`src/design/assert_macros.svh`:
```
// Assertion macros shared by the RTL of the FAT entry block.
// Depends on nothing; guarded against double inclusion.
`ifndef ASSERT_MACROS_SVH
`define ASSERT_MACROS_SVH

// Antecedent in a cycle implies consequent in the same cycle.
`define ASSERT_IMPLY(label, clk, rst_n, ante, cons) \
    label: assert property (@(posedge clk) disable iff (!rst_n) (ante) |-> (cons)) \
        else $error("assertion failed");

// Antecedent in a cycle implies consequent in the next cycle.
`define ASSERT_NEXT(label, clk, rst_n, ante, cons) \
    label: assert property (@(posedge clk) disable iff (!rst_n) (ante) |=> (cons)) \
        else $error("assertion failed");

`endif

```
`src/design/fat_eld_pkg.sv`:
```
// Types and constants for the FAT entry locate/decode block.
// Depends on nothing.
`default_nettype none

package fat_eld_pkg;

    typedef enum logic [1:0] {
        FAT12 = 2'd0,
        FAT16 = 2'd1,
        FAT32 = 2'd2
    } t_fat_kind;

    typedef enum logic [2:0] {
        REG_SECTOR_SIZE_LOG2  = 3'd0,
        REG_CLUSTER_SIZE_LOG2 = 3'd1,
        REG_RESERVED_SECTORS  = 3'd2,
        REG_TOTAL_SMALL       = 3'd3,
        REG_TOTAL_LARGE       = 3'd4
    } t_reg_index;

    localparam int unsigned CFG_DATA_W   = 32;
    localparam int unsigned CFG_INDEX_W  = 3;

    localparam logic [31:0] FAT32_MIN_CLUSTERS = 32'd65536;
    localparam logic [31:0] FAT16_MIN_CLUSTERS = 32'd4096;

    localparam logic [3:0]  SLOG_MIN  = 4'd9;
    localparam logic [3:0]  SLOG_MAX  = 4'd12;

    localparam logic [11:0] FAT12_EOC_MIN = 12'hff0;
    localparam logic [15:0] FAT16_EOC_MIN = 16'hfff0;
    localparam logic [31:0] FAT12_EOC_EXT = 32'h0ffff000;
    localparam logic [31:0] FAT16_EOC_EXT = 32'h0fff0000;
    localparam logic [31:0] FAT32_MASK    = 32'h0fffffff;

endpackage

`default_nettype wire

```
`src/design/fat_entry_locate_decode.sv`:
```
// An accepted item is held in the input register, then its result in the result register.
// Throughput: one item per cycle while the output is not stalled; the path is a 34-bit add,
// three barrel shifts, compares and a 32-bit add.
// Reset (synchronous, active low) empties both stages and loads the register defaults:
// sector size log2 9, cluster size log2 0, reserved sectors 1, both totals 0.
// FAT cluster-chain entry locate and decode; depends on fat_eld_pkg and assert_macros.svh.
`default_nettype none
`include "assert_macros.svh"

module fat_entry_locate_decode (
    input  wire logic                                i_clk,
    input  wire logic                                i_rst_n,
    input  wire logic                                i_cfg_we,
    input  wire logic [fat_eld_pkg::CFG_INDEX_W-1:0] i_cfg_index,
    input  wire logic [fat_eld_pkg::CFG_DATA_W-1:0]  i_cfg_data,
    input  wire logic                                i_in_valid,
    output logic                                     o_in_stall,
    input  wire logic                                i_op,
    input  wire logic [31:0]                         i_cluster,
    input  wire logic [31:0]                         i_entry_bytes,
    output logic                                     o_out_valid,
    input  wire logic                                i_out_stall,
    output logic [31:0]                              o_fat_sector,
    output logic [11:0]                              o_byte_offset,
    output logic                                     o_crosses_sector,
    output logic [1:0]                               o_fat_kind,
    output logic [31:0]                              o_next_cluster,
    output logic                                     o_status
);
    import fat_eld_pkg::*;

    logic [3:0]  r_sector_size_log2;
    logic [2:0]  r_cluster_size_log2;
    logic [15:0] r_reserved_sectors;
    logic [15:0] r_total_small;
    logic [31:0] r_total_large;

    logic        r_s1_valid;
    logic        r_s1_op;
    logic [31:0] r_s1_cluster;
    logic [31:0] r_s1_bytes;

    logic        r_out_valid;
    logic [31:0] r_fat_sector;
    logic [11:0] r_byte_offset;
    logic        r_crosses;
    t_fat_kind   r_kind;
    logic [31:0] r_next_cluster;
    logic        r_status;

    logic        s2_load;
    logic        s1_load;

    logic [3:0]  slog;
    logic [31:0] total;
    logic [31:0] nclus;
    t_fat_kind   kind;
    logic [33:0] pos;
    logic [33:0] off_mask;
    logic [31:0] sec_idx;
    logic [11:0] offset;
    logic        crosses;
    logic [11:0] f12;
    logic [31:0] dec;
    logic        beyond;

    logic [31:0] n_fat_sector;
    logic [11:0] n_byte_offset;
    logic        n_crosses;
    logic [31:0] n_next_cluster;

    // configuration registers
    always_ff @(posedge i_clk) begin
        if (!i_rst_n) begin
            r_sector_size_log2  <= 4'd9;
            r_cluster_size_log2 <= 3'd0;
            r_reserved_sectors  <= 16'd1;
            r_total_small       <= 16'd0;
            r_total_large       <= 32'd0;
        end else if (i_cfg_we) begin
            case (t_reg_index'(i_cfg_index))
                REG_SECTOR_SIZE_LOG2:  r_sector_size_log2  <= i_cfg_data[3:0];
                REG_CLUSTER_SIZE_LOG2: r_cluster_size_log2 <= i_cfg_data[2:0];
                REG_RESERVED_SECTORS:  r_reserved_sectors  <= i_cfg_data[15:0];
                REG_TOTAL_SMALL:       r_total_small       <= i_cfg_data[15:0];
                REG_TOTAL_LARGE:       r_total_large       <= i_cfg_data[31:0];
                default: ;
            endcase
        end
    end

    assign s2_load    = r_s1_valid && (!r_out_valid || !i_out_stall);
    assign s1_load    = i_in_valid && !o_in_stall;
    assign o_in_stall = r_s1_valid && r_out_valid && i_out_stall;

    always_ff @(posedge i_clk) begin
        if (!i_rst_n) begin
            r_s1_valid <= 1'b0;
        end else if (s1_load) begin
            r_s1_valid <= 1'b1;
        end else if (s2_load) begin
            r_s1_valid <= 1'b0;
        end
    end

    always_ff @(posedge i_clk) begin
        if (s1_load) begin
            r_s1_op      <= i_op;
            r_s1_cluster <= i_cluster;
            r_s1_bytes   <= i_entry_bytes;
        end
    end

    // locate and decode
    always_comb begin
        if (r_sector_size_log2 < SLOG_MIN) begin
            slog = SLOG_MIN;
        end else if (r_sector_size_log2 > SLOG_MAX) begin
            slog = SLOG_MAX;
        end else begin
            slog = r_sector_size_log2;
        end

        total = (r_total_large != 32'd0) ? r_total_large : {16'd0, r_total_small};
        nclus = total >> r_cluster_size_log2;

        if (nclus >= FAT32_MIN_CLUSTERS) begin
            kind = FAT32;
        end else if (nclus >= FAT16_MIN_CLUSTERS) begin
            kind = FAT16;
        end else begin
            kind = FAT12;
        end

        case (kind)
            FAT32:   pos = {r_s1_cluster, 2'b00};
            FAT16:   pos = {1'b0, r_s1_cluster, 1'b0};
            default: pos = ({2'b00, r_s1_cluster} + {1'b0, r_s1_cluster, 1'b0}) >> 1;
        endcase

        off_mask = (34'd1 << slog) - 34'd1;
        sec_idx  = 32'(pos >> slog);
        offset   = pos[11:0] & off_mask[11:0];
        crosses  = (kind == FAT12) && (offset == off_mask[11:0]);

        // odd FAT12 entries start at the high nibble of byte 0
        f12 = r_s1_cluster[0] ? r_s1_bytes[15:4] : r_s1_bytes[11:0];
        case (kind)
            FAT32:   dec = r_s1_bytes & FAT32_MASK;
            FAT16:   dec = (r_s1_bytes[15:0] >= FAT16_EOC_MIN)
                           ? ({16'd0, r_s1_bytes[15:0]} | FAT16_EOC_EXT)
                           : {16'd0, r_s1_bytes[15:0]};
            default: dec = (f12 >= FAT12_EOC_MIN) ? ({20'd0, f12} | FAT12_EOC_EXT)
                                                  : {20'd0, f12};
        endcase

        beyond = r_s1_cluster > nclus;

        if (beyond) begin
            n_fat_sector   = 32'd0;
            n_byte_offset  = 12'd0;
            n_crosses      = 1'b0;
            n_next_cluster = 32'hffffffff;
        end else begin
            n_fat_sector   = sec_idx + {16'd0, r_reserved_sectors};
            n_byte_offset  = offset;
            n_crosses      = crosses;
            n_next_cluster = r_s1_op ? dec : 32'd0;
        end
    end

    always_ff @(posedge i_clk) begin
        if (!i_rst_n) begin
            r_out_valid <= 1'b0;
        end else if (s2_load) begin
            r_out_valid <= 1'b1;
        end else if (!i_out_stall) begin
            r_out_valid <= 1'b0;
        end
    end

    always_ff @(posedge i_clk) begin
        if (s2_load) begin
            r_fat_sector   <= n_fat_sector;
            r_byte_offset  <= n_byte_offset;
            r_crosses      <= n_crosses;
            r_kind         <= kind;
            r_next_cluster <= n_next_cluster;
            r_status       <= beyond;
        end
    end

    assign o_out_valid      = r_out_valid;
    assign o_fat_sector     = r_fat_sector;
    assign o_byte_offset    = r_byte_offset;
    assign o_crosses_sector = r_crosses;
    assign o_fat_kind       = r_kind;
    assign o_next_cluster   = r_next_cluster;
    assign o_status         = r_status;

    `ASSERT_IMPLY(a_err_fields, i_clk, i_rst_n, r_out_valid && r_status,
                  r_next_cluster == 32'hffffffff && r_fat_sector == 32'd0 && !r_crosses)
    `ASSERT_IMPLY(a_cross_fat12, i_clk, i_rst_n, r_out_valid && r_crosses, r_kind == FAT12)
    `ASSERT_IMPLY(a_stall_full, i_clk, i_rst_n, o_in_stall, r_s1_valid && r_out_valid)
    `ASSERT_NEXT(a_s1_to_out, i_clk, i_rst_n, s2_load, r_out_valid)

endmodule

`default_nettype wire
```
`config.mk`:
```
export PLATFORM = sky130hd
export DESIGN_NAME = fat_entry_locate_decode
export DESIGN_NICKNAME = d
export VERILOG_FILES = /design/src/design/fat_eld_pkg.sv /design/src/design/fat_entry_locate_decode.sv
export VERILOG_INCLUDE_DIRS = /design/src /design/src/design
export SDC_FILE = /design/constraint.sdc
export NUM_CORES = 1
export LEC_CHECK = 0
export ABC_AREA = 1
export BUFFER_PORTS_ARGS = -buffer_cell sky130_fd_sc_hd__buf_2
export CORE_UTILIZATION = 53
export DETAILED_ROUTE_END_ITERATION = 7
export PLACE_DENSITY = 0.88
export SETUP_SLACK_MARGIN = 0.15
export SYNTH_ARGS = -nofsm -noshare
export SYNTH_HDL_FRONTEND = slang
export SYNTH_SLANG_ARGS = --single-unit
export TNS_END_PERCENT = 30
```
`constraint.sdc`:
```
create_clock -name i_clk -period 4.9 [get_ports i_clk]
set_input_delay 0.245 -clock i_clk [delete_from_list [all_inputs] [get_ports i_clk]]
set_output_delay 0.245 -clock i_clk [all_outputs]
set_load 0.01 [all_outputs]
```
---- Word-level counts from Yosys, hierarchy flattened ----
Cells that the tools add are included.
Widths: inputs -> output; s select.
word-level totals
  input port bits ......................... 105
  register bits ........................... 214
cells by class
  reduce and logical (&&, ||, !) cells .... 18
  muxes and demuxes ....................... 15
  equality and inequality tests ........... 8
  bitwise logic cells ..................... 1
  order comparisons ....................... 7
  shift operators ......................... 3
  $add $sub $neg .......................... 3
operator list
  operator               number
  $pmux 34 s2            1
  $mux 32                2
  $mux 28                2
  $pmux 28 s2            1
  $add 32x33->34         1
  $shr 34x4->32          1
  $add 32x16->32         1
  $ge 32x13->1 const B   1
  $ge 32x17->1 const B   1
  $gt 32x32->1           1
  $reduce_bool 32->1     1
  $shr 32x3->32          1
  $ge 16x16->1 const B   1
  $and 12x12->12         1
  $eq 12x12->1           1
  $ge 12x12->1 const B   1
  $mux 12                1
  $shl 1x4->12 const A   1
  $sub 12x1->12 const B  1
  $reduce_and 2->1       5
  $mux 4                 2
  $eq 3x2->1 const B     2
  $logic_and 1x1->1      5
  $mux 1                 5
  other kinds (13)       15

---- Depth between registers and ports, before layout ----
  word-level depth ........................ 11
  mapped depth ............................ 45

---- Least setup slack after synthesis ----
OpenSTA, ideal clock, no wires.
  path type ............................... reg2reg
  from .................................... reg r_s1_cluster[1]
  to ...................................... reg r_fat_sector[22] (netlist: o_fat_sector[22]) (data pin)
  setup time .............................. 0.255 ns
  data required time ...................... 4.645 ns
  slack ................................... -0.275 ns
  period minus slack after synthesis ...... 5.175 ns
  arrival time ............................ 4.921 ns
  buffers on the path ..................... 0
  stages on the path, launching flop included .. 35
  cells stage by stage .................... edfxtp_1 > ha_1 > fa_1 > nand3_1 > nand2_1 > a21boi_0 > o21ai_0 > a21o_1 > xnor2_1 > nand2_1 > nand3_1 > inv_1 > o21ai_0 > a221o_1 > o21ai_0 > ha_1 > fa_1 > nand2_1 > nand2_1 > a21oi_1 > o21ai_0 > a21oi_1 > o21ai_0 > a21oi_1 > o21bai_1 > a21oi_1 > o21ai_0 > nand3_1 > nand2_1 > inv_1 > nor2_2 > nand2_2 > inv_2 > a21oi_1 > nor2_1
between the ends
  longest elaborated chain between the ends .. 4
  elaborated cells on any way between the ends .. 5
ends and longest elaborated chain
  item                    line                            RTL
  start, declared         fat_entry_locate_decode.sv:40   logic [31:0] r_s1_cluster;
  start signal, assigned  fat_entry_locate_decode.sv:109  r_s1_cluster <= i_cluster;
  $add 32x33->34          fat_entry_locate_decode.sv:138  default: pos = ({2'b00, r_s1_cluster} + {1'b0, r_s1_cluster, 1'b0}) >> 1;
  $pmux 34 s2             fat_entry_locate_decode.sv:135  case (kind)
  $shr 34x4->32           fat_entry_locate_decode.sv:142  sec_idx = 32'(pos >> slog);
  $add 32x16->32          fat_entry_locate_decode.sv:165  n_fat_sector = sec_idx + {16'd0, r_reserved_sectors};
  end signal, assigned    fat_entry_locate_decode.sv:184  r_fat_sector <= n_fat_sector;
  end, declared           fat_entry_locate_decode.sv:44   logic [31:0] r_fat_sector;
Parallel ways exist; a longest one is shown, timed or not.
A chain may end at the register's enable or synchronous reset.

---- Worst setup path after layout ----
  from .................................... reg r_s1_cluster[10]
  to ...................................... reg r_fat_sector[24] (netlist: o_fat_sector[24]) (data pin)
The elaborated chain is that of the path after synthesis.

==> qor_table.md <==
| Step | Parameter | Reported |
|---|---|---|
| cts | Max Root-Sink Buffers | 3 |
| placement | PortBufs | 182 |
| route | Overall via count from detail_route | 15276 |
| placement | HPWL Detailed | 32.0 mm |
| global route | Layer carrying the most global-route usage | met2 |
| critical path | RR Endpoint | o_fat_sector[24] |
| global route | Met2 usage | 59.0% |
| cts | Max H-tree Level | 1 |
| hold path | Hold crit path type | in2reg |
| finish | Fraction of the core area covered by cells at the end of the flow | 75.5% |
| sta | Final Hold Viols | 0 |
| die | Placement row count | 58 |
| sta | Unrepaired setup endpoints after global routing | yes |
| route | First-pass DRT Iterations | 7 |
| sta | Finish-stage setup viols | 18 |
| critical path | Critical path's slowest cell | edfxtp_1 |
| hold path | Min-Delay Path Depth | 3 |
| yosys | Synth async-reset ratio | 0% |
| route | Post-route antenna net violation count | 0 |
| finish | Synthesis-to-layout area growth | 38.7% |
| yosys | Synthesized instance count | 1766 |
| critical path | Path type of the worst setup path | reg2reg |
| sta | Clock skew after layout | 17.7 ps |
| route | Via-to-Cell Ratio | 5.83 |
| critical path | Required time at the worst-slack endpoint | 5200 ps |
| sta | Number of max-slew violations in the final report | 0 |
| global route | Met3 usage | 5.56% |
| cts | Clock-pin transition on the worst setup and hold timing paths | 70 ps |
| global route | Vias in the first global route | 14409 |
| run status | Failing checks | negative setup slack |
| critical path | Critical Path AT | 5860 ps |
| hold path | Capture endpoint of the worst hold path | r_reserved_sectors[0] |
| sta | Period utilisation layout | 113% |
| global route | Total global-route track usage | 35.0% |
| die | Width of the chip | 163 µm |
| cts | Root Buffer | clkbuf_16 |
| sta | Slew margin rel. | 26.6% |
| power | Power per cell area | 307 nW/µm² |
| yosys | Average size of a mapped cell | 7.80 µm² |
| run status | Run status | finished, violations left |
| yosys | Number of unique standard cell types used by synthesis | 55 |
| global route | Grt ovf | 0 |
| die | Total die area | 26700 µm² |
| sta | Setup tns final | -7770 ps |
| critical path | Biggest cell delay along the critical path | 500 ps |
| finish | Leading cell types in the layout, fill and taps excluded | nand2_1, buf_4, nor2_1, buf_2, o21ai_0 |
| yosys | Number of enable flip-flop cells after synthesis | 138 |
| sta | Worst-Margin Slew | 1100 ps |
| die | Count of boundary I/O pins | 187 |
| placement | Place WS | -515 ps |
| run | Max-cap check violation count | 0 |
| hold path | Startpoint of the tightest hold check path | i_cfg_data[0] |
| finish | Commonest non-fill, non-tap cell in the layout | nand2_1 |
| critical path | Worst flop-to-flop path startpoint | r_s1_cluster[10] |
| route | Final wirelength | 48.6 mm |
| sta | Post-layout min period | 5560 ps |
| finish | Layout cells sized above 1 | 29.6% |
| yosys | Fraction of the yosys area taken by sequential cells | 40.7% |
| global route | Initial antenna violation count | 0 |
| critical path | Sort of element at the end of the critical path | register |
| critical path | Kind of launch point of the worst setup path | register |
| route | Wire length per cell | 18.6 µm |
| cts | Clk_lat worst skew | 540 ps |
| critical path | Buffer and inverter count on the worst path | 2 |
| critical path | Cell family contributing the most delay on the critical path | compound AO/OA/AOI/OAI gates |
| die | Core area | 25300 µm² |
| power | Pleak | 8.58 nW |
| sta | Maximum clock rate | 180 MHz |
| yosys | Combined area of all synthesized cells | 13800 µm² |
| yosys | Synth warnings | 0 |
| cts | Number of CTS-inserted buffers | 23 |
| cts | CTS tree | yes |
| route | 1st-iter DRT viols | 1893 |
| die | Starting Density | 54.4% |
| power | Peak VDD IR | 285 µV |
| cts | Clock sinks | 211 |
| critical path | Setup slack of the worst register-to-register path | -660 ps |
| global route | Maximum number of pins on one net before global-route repair | 78 |
| finish | Number of nets at the end of the flow | 2460 |
| global route | Global-route track usage on met1 | 42.6% |
| critical path | Maximum fanout along the worst path | 4 |
| yosys | Register bit count reported by yosys | 211 |
| sta | Worst-case setup margin in the final layout | -658 ps |
| placement | RePlAce Congestion | 1.02 |
| critical path | Worst R2R Path Depth | 34 |
| die | Height of the chip | 163 µm |
| global route | Wire length of the first global-routing pass | 73.5 mm |
| critical path | Most frequent CP cell | o21ai_2 |
| yosys | Primary FF master, synth | edfxtp_1 |
| route | Post-detailed-route DRC marker count | 0 |
[area by class of cell]
type / instances / area [µm²]
clock inverter: 13 / 115
fill: 1676 / 6210
timing repair buffer: 553 / 3980
sequential: 211 / 5610
multi-input combinational: 1326 / 7750
antenna: 1 / 2.50
tap: 330 / 413
inverter: 159 / 617
clock buffer: 29 / 628
[cells in the mapped netlist, types with 13 or more instances]
library cell	instances	area, µm²
xnor2_1	18	158
inv_1	149	559
nand2_1	362	1360
nand4_1	32	200
nand3_1	106	531
o221ai_1	13	114
mux2i_1	15	150
xor2_1	15	131
o21ai_1	14	70.1
dfxtp_1	73	1460
o211ai_1	19	143
clkbuf_1	43	161
ha_1	79	988
nor3_1	20	100
nor2_1	192	721
edfxtp_1	138	4140
a21boi_0	17	128
a21oi_1	125	626
o21ai_0	184	921
[worst max-delay path by stage]
stage / start / to / cells after the start
2_1_floorplan: r_cluster_size_log2[0] / o_fat_sector[22] / 41
3_3_place_gp: r_total_large[4] / o_fat_sector[22] / 41
3_5_place_dp: r_total_large[4] / o_fat_sector[22] / 41
4_1_cts: r_cluster_size_log2[0] / o_fat_sector[22] / 41
5_1_grt: r_total_large[29] / o_fat_sector[22] / 41
6_report: r_s1_cluster[10] / o_fat_sector[24] / 34
[sequential cells by signal (all words and copies together) (netlist names), 2 cells and up]
| signal | cells |
|---|---|
| r_reserved_sectors | 16 |
| r_total_large | 32 |
| o_fat_sector | 32 |
| r_cluster_size_log2 | 3 |
| o_next_cluster | 29 |
| r_total_small | 16 |
| r_s1_bytes | 28 |
| o_fat_kind | 2 |
| r_s1_cluster | 32 |
| o_byte_offset | 12 |
| r_sector_size_log2 | 4 |
[worst register-to-register path, delay by kind of cell (launching register included)]
kind            cells  cell delay (ps)
fa+ha+maj           3              780
compound gates     12             1820
simple gates       15             1550
flops               1              500
mux                 1              250
buf+inv             2              300
xor+xnor            1               90
[kinds of logic (layout without fill, tap and decap cells)]
group | after synthesis | count (layout) | share of synthesized area (%)
other | 2 | 9 | 0.0545
AOI/OAI and AO/OA | 430 | 430 | 17.7
DFF | 211 | 211 | 40.7
muxes | 15 | 15 | 1.09
adders and majority gates | 81 | 81 | 7.46
xor gates and xnor gates | 33 | 33 | 2.10
and+or+nand+nor | 759 | 759 | 23.8
buffers and inverters | 235 | 754 | 7.11
[routing by layer]
metal  wire length [µm]  up-vias
li1                   -     7109
met1              18400     7060
met2              23200      881
met3               4020      226
met4               3010        0
met5                  0        -
[stage by stage]
stage	instance area (µm²)	std cells	power [W]	hold WS, ps
final	19100	2622	0.00587	6.90
after global routing	19100	2621	0.00609	25.8
after CTS	18700	2607	0.00567	0.262
after detailed placement	16500	2437	0.00375	423
after global placement	16500	2437	0.00370	422
after floorplan	13800	1772	0.00310	344
[power by group]
part / total (W) / internal [W] / switching, W
Combinational: 0.00206 / 0.000878 / 0.00118
Clock: 0.00174 / 0.000974 / 0.000764
Sequential: 0.00208 / 0.00202 / 0.0000604
Total: 0.00587 / 0.00387 / 0.00200
[what timing repair did]
item / CTS / global route
hold endpoints to repair: 81 / 0
pin swaps: 41 / 52
buffers inserted: 48 / 14
setup endpoints to repair: 18 / 22
hold buffers: 80 / 0
gates resized for setup: 82 / 75
(Power assumes the default switching activity.)
